File: config.mk
export PLATFORM = sky130hd
export DESIGN_NAME = crosspoint_status_parser_unit
export DESIGN_NICKNAME = d
export VERILOG_FILES = /design/src/design/cspu_pkg.sv /design/src/design/cspu_ram.sv /design/src/design/cspu_parser.sv /design/src/design/crosspoint_status_parser_unit.sv
export VERILOG_INCLUDE_DIRS = /design/src /design/src/design
export SDC_FILE = /design/constraint.sdc
export NUM_CORES = 1
export LEC_CHECK = 0
export ABC_AREA = 1
export ABC_CLOCK_PERIOD_IN_PS = 3600
export BUFFER_PORTS_ARGS = -buffer_cell sky130_fd_sc_hd__buf_2
export CAP_MARGIN = 15
export CELL_PAD_IN_SITES_DETAIL_PLACEMENT = 2
export CELL_PAD_IN_SITES_GLOBAL_PLACEMENT = 2
export CORE_MARGIN = 3
export CORE_UTILIZATION = 38
export DETAILED_ROUTE_END_ITERATION = 8
export PLACE_DENSITY = 0.86
export SKIP_CTS_REPAIR_TIMING = 1
export SYNTH_ARGS = -nofsm -noshare
export SYNTH_HDL_FRONTEND = slang
export SYNTH_HIERARCHICAL = 1
export SYNTH_SLANG_ARGS = --single-unit
File: constraint.sdc
create_clock -name clock -period 3.6 [get_ports clock]
set_clock_uncertainty 0.05 [all_clocks]
set_input_delay 0 -clock clock [delete_from_list [all_inputs] [get_ports clock]]
set_output_delay 0 -clock clock [all_outputs]
set_load 0.01 [all_outputs]
File: src/design/crosspoint_status_parser_unit_macros.svh
// Assertion macros for the crosspoint status parser unit.
// Included by the top level; no other dependencies.
`ifndef CROSSPOINT_STATUS_PARSER_UNIT_MACROS_SVH
`define CROSSPOINT_STATUS_PARSER_UNIT_MACROS_SVH

// Same-cycle implication, disabled during reset.
`define CSPU_ASSERT_IMPLY(label, clk, rst, lhs, rhs, msg) \
   label: assert property (@(posedge clk) disable iff (rst) (lhs) |-> (rhs)) \
      else $error(msg);

// Next-cycle implication, disabled during reset.
`define CSPU_ASSERT_NEXT(label, clk, rst, lhs, rhs, msg) \
   label: assert property (@(posedge clk) disable iff (rst) (lhs) |=> (rhs)) \
      else $error(msg);

`endif

File: src/design/cspu_pkg.sv
// Shared types and constants for the crosspoint status parser unit.
// No dependencies.
package cspu_pkg;

   localparam int BYTE_W  = 8;
   localparam int ID_W    = 7;
   localparam int PREV_W  = 8;
   localparam int COUNT_W = 8;
   localparam int LEVEL_W = 4;

   // command byte: flag in bit 7, kind in upper nibble, level in lower nibble
   localparam int CMD_BIT = 7;
   localparam logic [3:0] CMD_AUDIO_SET = 4'h9;
   localparam logic [3:0] CMD_VIDEO_SET = 4'hA;

   localparam logic signed [PREV_W-1:0] PREV_UNKNOWN = -8'sd1;

   // per-transaction control from the parser to the route map stage
   typedef struct packed {
      logic            load_dest;  // data byte is a destination
      logic            emit;       // data byte completes an in-range report
      logic [ID_W-1:0] dest;       // pending destination
      logic [ID_W-1:0] data;       // low 7 bits of the data byte
   } cspu_ctrl_type;

endpackage

File: src/design/cspu_ram.sv
// Generic single-write, single-read RAM with registered read data.
// No dependencies.
module cspu_ram #(
   parameter int WIDTH = 8,
   parameter int DEPTH = 128
) (
   input  logic                     clock,
   input  logic                     wr_en,
   input  logic [$clog2(DEPTH)-1:0] wr_addr,
   input  logic [WIDTH-1:0]         wr_data,
   input  logic                     rd_en,
   input  logic [$clog2(DEPTH)-1:0] rd_addr,
   output logic [WIDTH-1:0]         rd_data
);

   logic [WIDTH-1:0] mem_ff [DEPTH];
   logic [WIDTH-1:0] rd_data_ff;

   always_ff @(posedge clock) begin
      if (wr_en) begin
         mem_ff[wr_addr] <= wr_data;
      end
      if (rd_en) begin
         rd_data_ff <= mem_ff[rd_addr];
      end
   end

   assign rd_data = rd_data_ff;

endmodule

File: src/design/cspu_parser.sv
// Command/data byte parser: phase state machine and pending destination.
// Depends on cspu_pkg.
module cspu_parser #(
   parameter int NUM_DESTINATIONS = 128
) (
   input  logic                          clock,
   input  logic                          reset,
   input  logic                          in_valid,
   input  logic                          advance,
   input  logic [cspu_pkg::BYTE_W-1:0]   rx_byte,
   input  logic                          idle_expired,
   input  logic [cspu_pkg::LEVEL_W-1:0]  router_level,
   output cspu_pkg::cspu_ctrl_type       ctrl
);
   import cspu_pkg::*;

   typedef enum logic [2:0] {
      PHASE_IDLE = 3'b001,
      PHASE_DEST = 3'b010,
      PHASE_SRC  = 3'b100
   } phase_type;

   phase_type       phase_ff, phase_in, phase_eff;
   logic [ID_W-1:0] pending_ff, pending_in;
   logic            is_cmd, set_match, dest_in_range;

   assign is_cmd        = rx_byte[CMD_BIT];
   assign set_match     = (rx_byte[7:4] inside {CMD_AUDIO_SET, CMD_VIDEO_SET}) &&
                          (rx_byte[3:0] == router_level);
   assign dest_in_range = {1'b0, pending_ff} < COUNT_W'(NUM_DESTINATIONS);
   // idle gap drops the parser to idle before the byte is looked at
   assign phase_eff     = idle_expired ? PHASE_IDLE : phase_ff;

   always_comb begin
      phase_in       = PHASE_IDLE;
      pending_in     = pending_ff;
      ctrl.load_dest = 1'b0;
      ctrl.emit      = 1'b0;
      ctrl.dest      = pending_ff;
      ctrl.data      = rx_byte[ID_W-1:0];
      if (is_cmd) begin
         phase_in = set_match ? PHASE_DEST : PHASE_IDLE;
      end else begin
         case (phase_eff)
            PHASE_DEST: begin
               phase_in       = PHASE_SRC;
               pending_in     = rx_byte[ID_W-1:0];
               ctrl.load_dest = in_valid;
            end
            PHASE_SRC: begin
               phase_in  = PHASE_IDLE;
               ctrl.emit = in_valid && dest_in_range;
            end
            default: begin
               phase_in = PHASE_IDLE;
            end
         endcase
      end
   end

   always_ff @(posedge clock) begin
      if (reset) begin
         phase_ff   <= PHASE_IDLE;
         pending_ff <= '0;
      end else if (advance) begin
         phase_ff   <= phase_in;
         pending_ff <= pending_in;
      end
   end

endmodule

File: src/design/crosspoint_status_parser_unit.sv
// Crosspoint status parser unit: parses routing-switcher link bytes and
// reports each completed crosspoint set with the source it replaced.
// Channels: req_ (one received byte plus idle-gap flag per transaction) and
// rsp_ (one crosspoint report), both valid/ready. csr_ writes router_level.
// Only a source byte that completes an in-range set command yields a report;
// every other byte is consumed silently.
// A byte is held in the input register; when it leaves, its report is
// loaded into the output register that drives rsp_.
// Throughput: one byte per cycle unless a held report stalls. The route map
// RAM read for a destination is issued when the destination byte leaves
// the input register, so the source byte can follow on the very next cycle.
// Stall: a held report blocks only a new report; other bytes keep flowing,
// and the input register absorbs one byte while the output is full.
// Reset: parser idle, router_level 0, count 0, and all map entries unknown
// at once through per-entry known bits (no clearing pass).
`include "crosspoint_status_parser_unit_macros.svh"

module crosspoint_status_parser_unit #(
   parameter int NUM_DESTINATIONS = 128
) (
   input  logic                               clock,
   input  logic                               reset,
   input  logic                               req_valid,
   output logic                               req_ready,
   input  logic [cspu_pkg::BYTE_W-1:0]        req_rx_byte,
   input  logic                               req_idle_expired,
   output logic                               rsp_valid,
   input  logic                               rsp_ready,
   output logic [cspu_pkg::ID_W-1:0]          rsp_destination,
   output logic [cspu_pkg::ID_W-1:0]          rsp_source,
   output logic signed [cspu_pkg::PREV_W-1:0] rsp_previous_source,
   output logic                               rsp_route_changed,
   output logic [cspu_pkg::COUNT_W-1:0]       rsp_destinations_seen,
   input  logic                               csr_wr_en,
   input  logic [cspu_pkg::LEVEL_W-1:0]       csr_wr_data
);
   import cspu_pkg::*;

   localparam int AW = $clog2(NUM_DESTINATIONS);

   // configuration
   logic [LEVEL_W-1:0] level_ff;

   // input register
   logic              in_valid_ff;
   logic [BYTE_W-1:0] in_byte_ff;
   logic              in_idle_ff;

   cspu_ctrl_type ctrl;
   logic          advance;

   // route map
   logic [NUM_DESTINATIONS-1:0] known_ff;
   logic [ID_W-1:0]             map_rd_data;
   logic                        map_rd_en, map_wr_en;
   logic [AW-1:0]               wr_addr;

   // report assembly
   logic [COUNT_W-1:0]        count_ff, count_in, dest_plus;
   logic signed [PREV_W-1:0]  prev_src;
   logic                      changed;

   // output register
   logic                      rsp_valid_ff, rsp_valid_in;
   logic [ID_W-1:0]           rsp_dest_ff, rsp_src_ff;
   logic signed [PREV_W-1:0]  rsp_prev_ff;
   logic                      rsp_changed_ff;
   logic [COUNT_W-1:0]        rsp_count_ff;

   always_ff @(posedge clock) begin
      if (reset) begin
         level_ff <= '0;
      end else if (csr_wr_en) begin
         level_ff <= csr_wr_data;
      end
   end

   // a report can leave only if the output register is free or draining
   assign advance   = in_valid_ff && (!ctrl.emit || !rsp_valid_ff || rsp_ready);
   assign req_ready = !in_valid_ff || advance;

   always_ff @(posedge clock) begin
      if (reset) begin
         in_valid_ff <= 1'b0;
      end else if (req_ready) begin
         in_valid_ff <= req_valid;
      end
   end

   always_ff @(posedge clock) begin
      if (req_valid && req_ready) begin
         in_byte_ff <= req_rx_byte;
         in_idle_ff <= req_idle_expired;
      end
   end

   cspu_parser #(
      .NUM_DESTINATIONS(NUM_DESTINATIONS)
   ) u_parser (
      .clock       (clock),
      .reset       (reset),
      .in_valid    (in_valid_ff),
      .advance     (advance),
      .rx_byte     (in_byte_ff),
      .idle_expired(in_idle_ff),
      .router_level(level_ff),
      .ctrl        (ctrl)
   );

   // read at the destination byte; data is held until the source byte uses it
   assign map_rd_en = advance && ctrl.load_dest;
   assign map_wr_en = advance && ctrl.emit;
   assign wr_addr   = ctrl.dest[AW-1:0];

   cspu_ram #(
      .WIDTH(ID_W),
      .DEPTH(NUM_DESTINATIONS)
   ) u_route_map (
      .clock  (clock),
      .wr_en  (map_wr_en),
      .wr_addr(wr_addr),
      .wr_data(ctrl.data),
      .rd_en  (map_rd_en),
      .rd_addr(ctrl.data[AW-1:0]),
      .rd_data(map_rd_data)
   );

   always_ff @(posedge clock) begin
      if (reset) begin
         known_ff <= '0;
      end else if (map_wr_en) begin
         known_ff[wr_addr] <= 1'b1;
      end
   end

   assign prev_src  = known_ff[wr_addr] ? $signed({1'b0, map_rd_data}) : PREV_UNKNOWN;
   assign changed   = !known_ff[wr_addr] || (map_rd_data != ctrl.data);
   assign dest_plus = {1'b0, ctrl.dest} + COUNT_W'(1);
   assign count_in  = (dest_plus > count_ff) ? dest_plus : count_ff;

   always_ff @(posedge clock) begin
      if (reset) begin
         count_ff <= '0;
      end else if (map_wr_en) begin
         count_ff <= count_in;
      end
   end

   always_comb begin
      rsp_valid_in = rsp_valid_ff && !rsp_ready;
      if (map_wr_en) begin
         rsp_valid_in = 1'b1;
      end
   end

   always_ff @(posedge clock) begin
      if (reset) begin
         rsp_valid_ff <= 1'b0;
      end else begin
         rsp_valid_ff <= rsp_valid_in;
      end
   end

   always_ff @(posedge clock) begin
      if (map_wr_en) begin
         rsp_dest_ff    <= ctrl.dest;
         rsp_src_ff     <= ctrl.data;
         rsp_prev_ff    <= prev_src;
         rsp_changed_ff <= changed;
         rsp_count_ff   <= count_in;
      end
   end

   assign rsp_valid             = rsp_valid_ff;
   assign rsp_destination       = rsp_dest_ff;
   assign rsp_source            = rsp_src_ff;
   assign rsp_previous_source   = rsp_prev_ff;
   assign rsp_route_changed     = rsp_changed_ff;
   assign rsp_destinations_seen = rsp_count_ff;

   `CSPU_ASSERT_NEXT(a_report_loads, clock, reset, map_wr_en,
      rsp_valid_ff && (rsp_dest_ff == $past(ctrl.dest)),
      "report not loaded into output register")
   `CSPU_ASSERT_IMPLY(a_count_covers_dest, clock, reset, rsp_valid_ff,
      rsp_count_ff > COUNT_W'(rsp_dest_ff),
      "destinations_seen does not cover destination")
   `CSPU_ASSERT_IMPLY(a_unchanged_same_src, clock, reset, rsp_valid_ff && !rsp_changed_ff,
      rsp_prev_ff == $signed({1'b0, rsp_src_ff}),
      "unchanged route with differing source")

endmodule

Word level (Yosys, flattened, before mapping)
Memories as Yosys holds them, arrays and structs flattened. A register that Yosys moved wholly into a read port is not among the register bits.
Index checks and enable logic that the tools add are counted.
{"block": "classes", "n_addsub": 1, "order_cmp": 3, "n_eq_ne": 6, "mux": 16, "bitwise_logic": 2, "reduce_logical": 18}
{"cell": "bitwise OR 128 bit", "n": 1}
{"cell": "two-way mux 8 bit", "n": 2}
{"cell": "two-way mux 3 bit", "n": 3}
{"cell": "adder 7 x 1 -> 8 bit, second input constant", "n": 1}
{"cell": "equality test 4 bit, second input constant", "n": 2}
{"cell": "greater-than comparator 8 bit", "n": 1}
{"cell": "< comparator 7 x 8 -> 1 bit, second input constant", "n": 1}
{"cell": "binary-select mux 1 bit (select 7 bit)", "n": 1}
{"cell": "demux 1 bit (select 7 bit)", "n": 1}
{"cell": ">= comparator 7 x 1 -> 1 bit, second input constant", "n": 1}
{"cell": "logical AND 1 bit", "n": 7}
{"cell": "two-way mux 1 bit", "n": 7}
{"cell": "inequality test 7 bit", "n": 1}
{"cell": "zero test 1 bit", "n": 5}
{"cell": "equality test 4 bit", "n": 1}
{"cell": "logical OR 1 bit", "n": 4}
{"cell": "two-way mux 2 bit", "n": 2}
{"cell": "equality test 3 x 2 -> 1 bit, second input constant", "n": 1}
{"cell": "equality test 3 bit, second input constant", "n": 1}
{"cell": "AND reduction 3 bit", "n": 1}
{"cell": "nonzero test 2 bit", "n": 1}
{"cell": "inverter 1 bit", "n": 1}
{"block": "totals", "register_bits": 192, "mem_bits_rw": 896, "output_inout_bits": 33, "wordCells": 62, "mem_count": 1}
{"name": "u_route_map.mem_ff", "words": 128, "width": 7, "read_ports": 1, "rd_clocked_by_memory_dff": 1, "wr": 1, "line_no": "cspu_ram.sv:16", "source": "logic [WIDTH-1:0] mem_ff [DEPTH];"}

Depth between registers and ports, before layout
{"block": "logic_depth", "depth_word": 11, "ltp_mapped": 17}

By module
The synthesis kept the hierarchy.
{"mod": "cspu_ram", "n_inst": 1, "cells_per_inst": 3152, "area_each_um2": 37161.9}
{"mod": "crosspoint_status_parser_unit", "n_inst": 1, "cells_per_inst": 1076, "area_each_um2": 8122.8}
{"mod": "cspu_parser", "n_inst": 1, "cells_per_inst": 98, "area_each_um2": 603.1}

Least setup slack after synthesis
No wires, ideal clock.
{"block": "synth_timing", "path_type": "flip-flop to flip-flop", "start": "register u_parser.phase_ff[2]", "end": "memory u_route_map/mem_ff[105][0] (netlist bit) (enable)", "setup_time_ns": 0.360, "t_arrival_ns": 3.209, "t_required_ns": 3.190, "slack_ns": -0.019, "path_stages_with_launch": 12, "synth_period_minus_slack_ns": 3.619, "cell_sequence": "dfxtp_1 > inv_1 > nor4_1 > nand2_1 > nor2_1 > nand2_2 > inv_2 > buf_1 > clkbuf_1 > nand2_1 > clkbuf_1 > nor2_1"}
{"element": "start: declaration", "line_no": "cspu_parser.sv:23", "source": "phase_type phase_ff, phase_in, phase_eff;"}
{"element": "start signal: assignment", "line_no": "cspu_parser.sv:66", "source": "phase_ff <= phase_in;"}
{"element": "end: declaration", "line_no": "cspu_ram.sv:16"}

==> flow_summary.yaml <==
sta:
  fmax_mhz: 263
  slew_violations: 0
  max_slew_margin: 0.307
  finalSetupViolCount: 51
  holdWs_ns: 0.0295
  worst_slew_pin_slew_ns: 1.04
  period_minus_slack_ns: 3.80
  hold_viol: 0
  period_share: 1.06
  worst_slack_ns: -0.199
global_route:
  grt_pass1_vias: 38500
  antenna_found_initial: 2
  grt_max_degree: 165
  overflow: 0
  grt_usage: 0.274
  grt_pass1_wl_mm: 260
hold_path:
  worstHoldStart: "req_rx_byte[0]"
  hold_class: "in -> reg"
  worst_hold_path.num_cells: 2
  whs_endpoint: "in_byte_ff[0]$_DFFE_PP_"
routing:
  vias: 35300
  drt_first_pass_iters: 5
  wire_per_inst_um: 29.7
  drtIter0Drc: 3847
  drtAntennaViolNets: 0
  drcViolationCount: 0
  wirelength_mm: 180
  avgViaCountPerCell: 5.84
run:
  drv_cap: 0
clock_network:
  worstSkewPairLatency_ns: 0.73
  h-tree-depth: 3
  cts_made_buffers: 118
  cts.sinks: 1095
  clk_pin_slew_ns: 0.07
  clockRootBuffer: "clkbuf_16"
  clockBufferDepth: 3
  cts_tree: "yes"
status:
  violations: "negative setup slack"
  status: "finished, violations left"
finish:
  fillCellCount: 12200
  final_nets: 4378
  drive_above_1_share: 0.0720
  final_core_util: 0.431
  synthToLayoutAreaGrowth_pct: 11.6
  n_antenna_cell: 0
  fin_cells: 6046
power_and_ir_drop:
  power_leakage_nw: 18.5
  power.total_mw: 27.9
  switchingPower_mw: 7.27
  power_frac_comb: 0.079
  intPower_mw: 20.6
  power_frac_clock: 0.424
  seqPwrFrac: 0.498
  p_sw_frac: 0.260
  power_density_nw_per_um2: 545
  vdd_ir_drop_max_uv: 478
placed_design:
  place_hpwl_mm: 96.3
  dp_cells: 5800
  dp_slack_ns: 0.341
  portBuffers: 50
  gp_congestion: 0.795
floorplanning:
  io_pins: 51
  coreArea_um2: 119000
  die_w_um: 354
  initial_core_util: 0.386
  die_y_um: 354
  rows: 126
  die_area_um2: 125000
worst_setup_path:
  r2r-start: "u_parser/phase_ff[2]$_SDFFE_PP0P_"
  rr_worst_depth: 8
  start_kind: "flip-flop"
  critPathArrivalTime_ns: 4.10
  cp_max_fo: 20
  crit_type: "reg -> reg"
  r2r_end: "u_route_map/mem_ff[98][0]$_DFFE_PP_"
  rrSetupSlack_ns: -0.20
  crit_required_ns: 3.90
  endpoint_kind: "flip-flop"
yosys:
  synth.avg_cell_area_um2: 10.6
  synth_nets: 4353
  ys_ff_latch: 1095
  synth_commonest_cells: "nand2_1 (1414), edfxtp_1 (943), nand3_1 (897)"
  yosys.area.top_type_share: 0.617
  synth_area_leaders: "edfxtp_1 (62%), nand2_1 (12%), nand3_1 (9.8%)"
  yosys.area.top_type: "edfxtp_1"
  ys_seq_area_frac: 0.683
  synth_edf_count: 943
  ys_warn_count: 6
  async_flop_share: 0
  synth_area_um2: 45900
  yosysMostFrequentCell: "nand2_1"
  yosysUniqueCellTypes: 39
  ys.flop_type: "edfxtp_1"
  synthCells: 4326
## per-layer routing
layer,vias to the layer above,part of all wire,track usage
met4,2,0.053,0.130
met5,-,0.000061,0
met2,1595,0.50,0.478
met1,18400,0.38,0.330
met3,550,0.061,0.0455
li1,14800,-,-
## power by group through the flow
stage	sequential (mW)	clock (mW)	combinational [mW]
global placement	14.2	0	1.87
global route	13.9	12.4	2.33
detailed placement	14.2	0	2.05
finish	13.9	11.8	2.19
floorplan	14.1	0	1.29
CTS	13.9	11.9	2.13
## critical path, stage by stage (launching register included)
cell and delay (ns):
dfxtp_1 0.36, inv_1 0.10, nor4_1 0.33, nand2_1 0.17
nor2_1 0.31, nand2_2 0.13, inv_2 0.48, nand3_1 0.51
nor2_1 0.95
## metrics by stage
stage / setup TNS, ns / area [µm²]
global route: -12.60 / 51200
global placement: 0 / 47400
floorplan: 0 / 45900
detailed placement: 0 / 47400
finish: -2.88 / 51200
CTS: 0 / 50900
## cells by family after synthesis
group | after synthesis | synth area share
and+or+nand+nor | 2561 | 0.238
DFF | 1095 | 0.683
buffers and inverters | 476 | 0.0549
AOI/OAI and AO/OA | 176 | 0.0198
xor gates and xnor gates | 9 | 0.00172
adders and majority gates | 9 | 0.00245
## cells in the final DEF (no fill, tap or decap), drive strengths merged, types with 2 or more instances in the layout
cell type,instances
edfxtp,943
o211ai,7
o21ai,31
dfxtp,152
xor2,5
clkbuf,157
nor2,223
nor4,2
a21oi,136
nand2,1418
dlygate4sd3,31
ha,9
nand3,897
nor3,14
buf,130
nand4,6
xnor2,4
inv,221
bufinv,2
clkinv,55
## sequential cells by signal, summed over array words and instances (netlist names)
name,count
count_ff,8
in_byte_ff,8
in_idle_ff,1
in_valid_ff,1
known_ff,128
level_ff,4
rsp_destination,7
rsp_destinations_seen,8
rsp_previous_source,8
rsp_route_changed,1
rsp_source,7
rsp_valid,1
u_parser/pending_ff,7
u_parser/phase_ff,3
u_route_map/mem_ff,896
u_route_map/rd_data,7
## layout make-up
type                            count  area [µm²]  share of cell area
Clock buffer                      157        3150              0.0615
Timing Repair Buffer              161        1450              0.0283
Clock inverter                     58         373             0.00728
Tap cell                         1600        2000              0.0391
Sequential cell                  1095       31400               0.612
Inverter                          220         851              0.0166
Multi-Input combinational cell   2755       12000               0.235
## worst max path at each step
| stage | slack [ns] | end | startpoint |
|---|---|---|---|
| detailed placement | 0.34 | u_route_map/mem_ff[54][5]$_DFFE_PP_ | u_parser/phase_ff[2]$_SDFFE_PP0P_ |
| global route | -0.22 | u_route_map/mem_ff[98][6]$_DFFE_PP_ | u_parser/phase_ff[2]$_SDFFE_PP0P_ |
| floorplan | 0.06 | u_route_map/mem_ff[105][0]$_DFFE_PP_ | u_parser/phase_ff[2]$_SDFFE_PP0P_ |
| CTS | 0.1 | count_ff[0]$_SDFFE_PP0P_ | u_parser/pending_ff[2]$_SDFFE_PP0P_ |
| global placement | 0.72 | count_ff[7]$_SDFFE_PP0P_ | u_parser/pending_ff[2]$_SDFFE_PP0P_ |
| finish | -0.20 | u_route_map/mem_ff[98][0]$_DFFE_PP_ | u_parser/phase_ff[2]$_SDFFE_PP0P_ |
No activity file was read; power rests on OpenSTA's default activity.
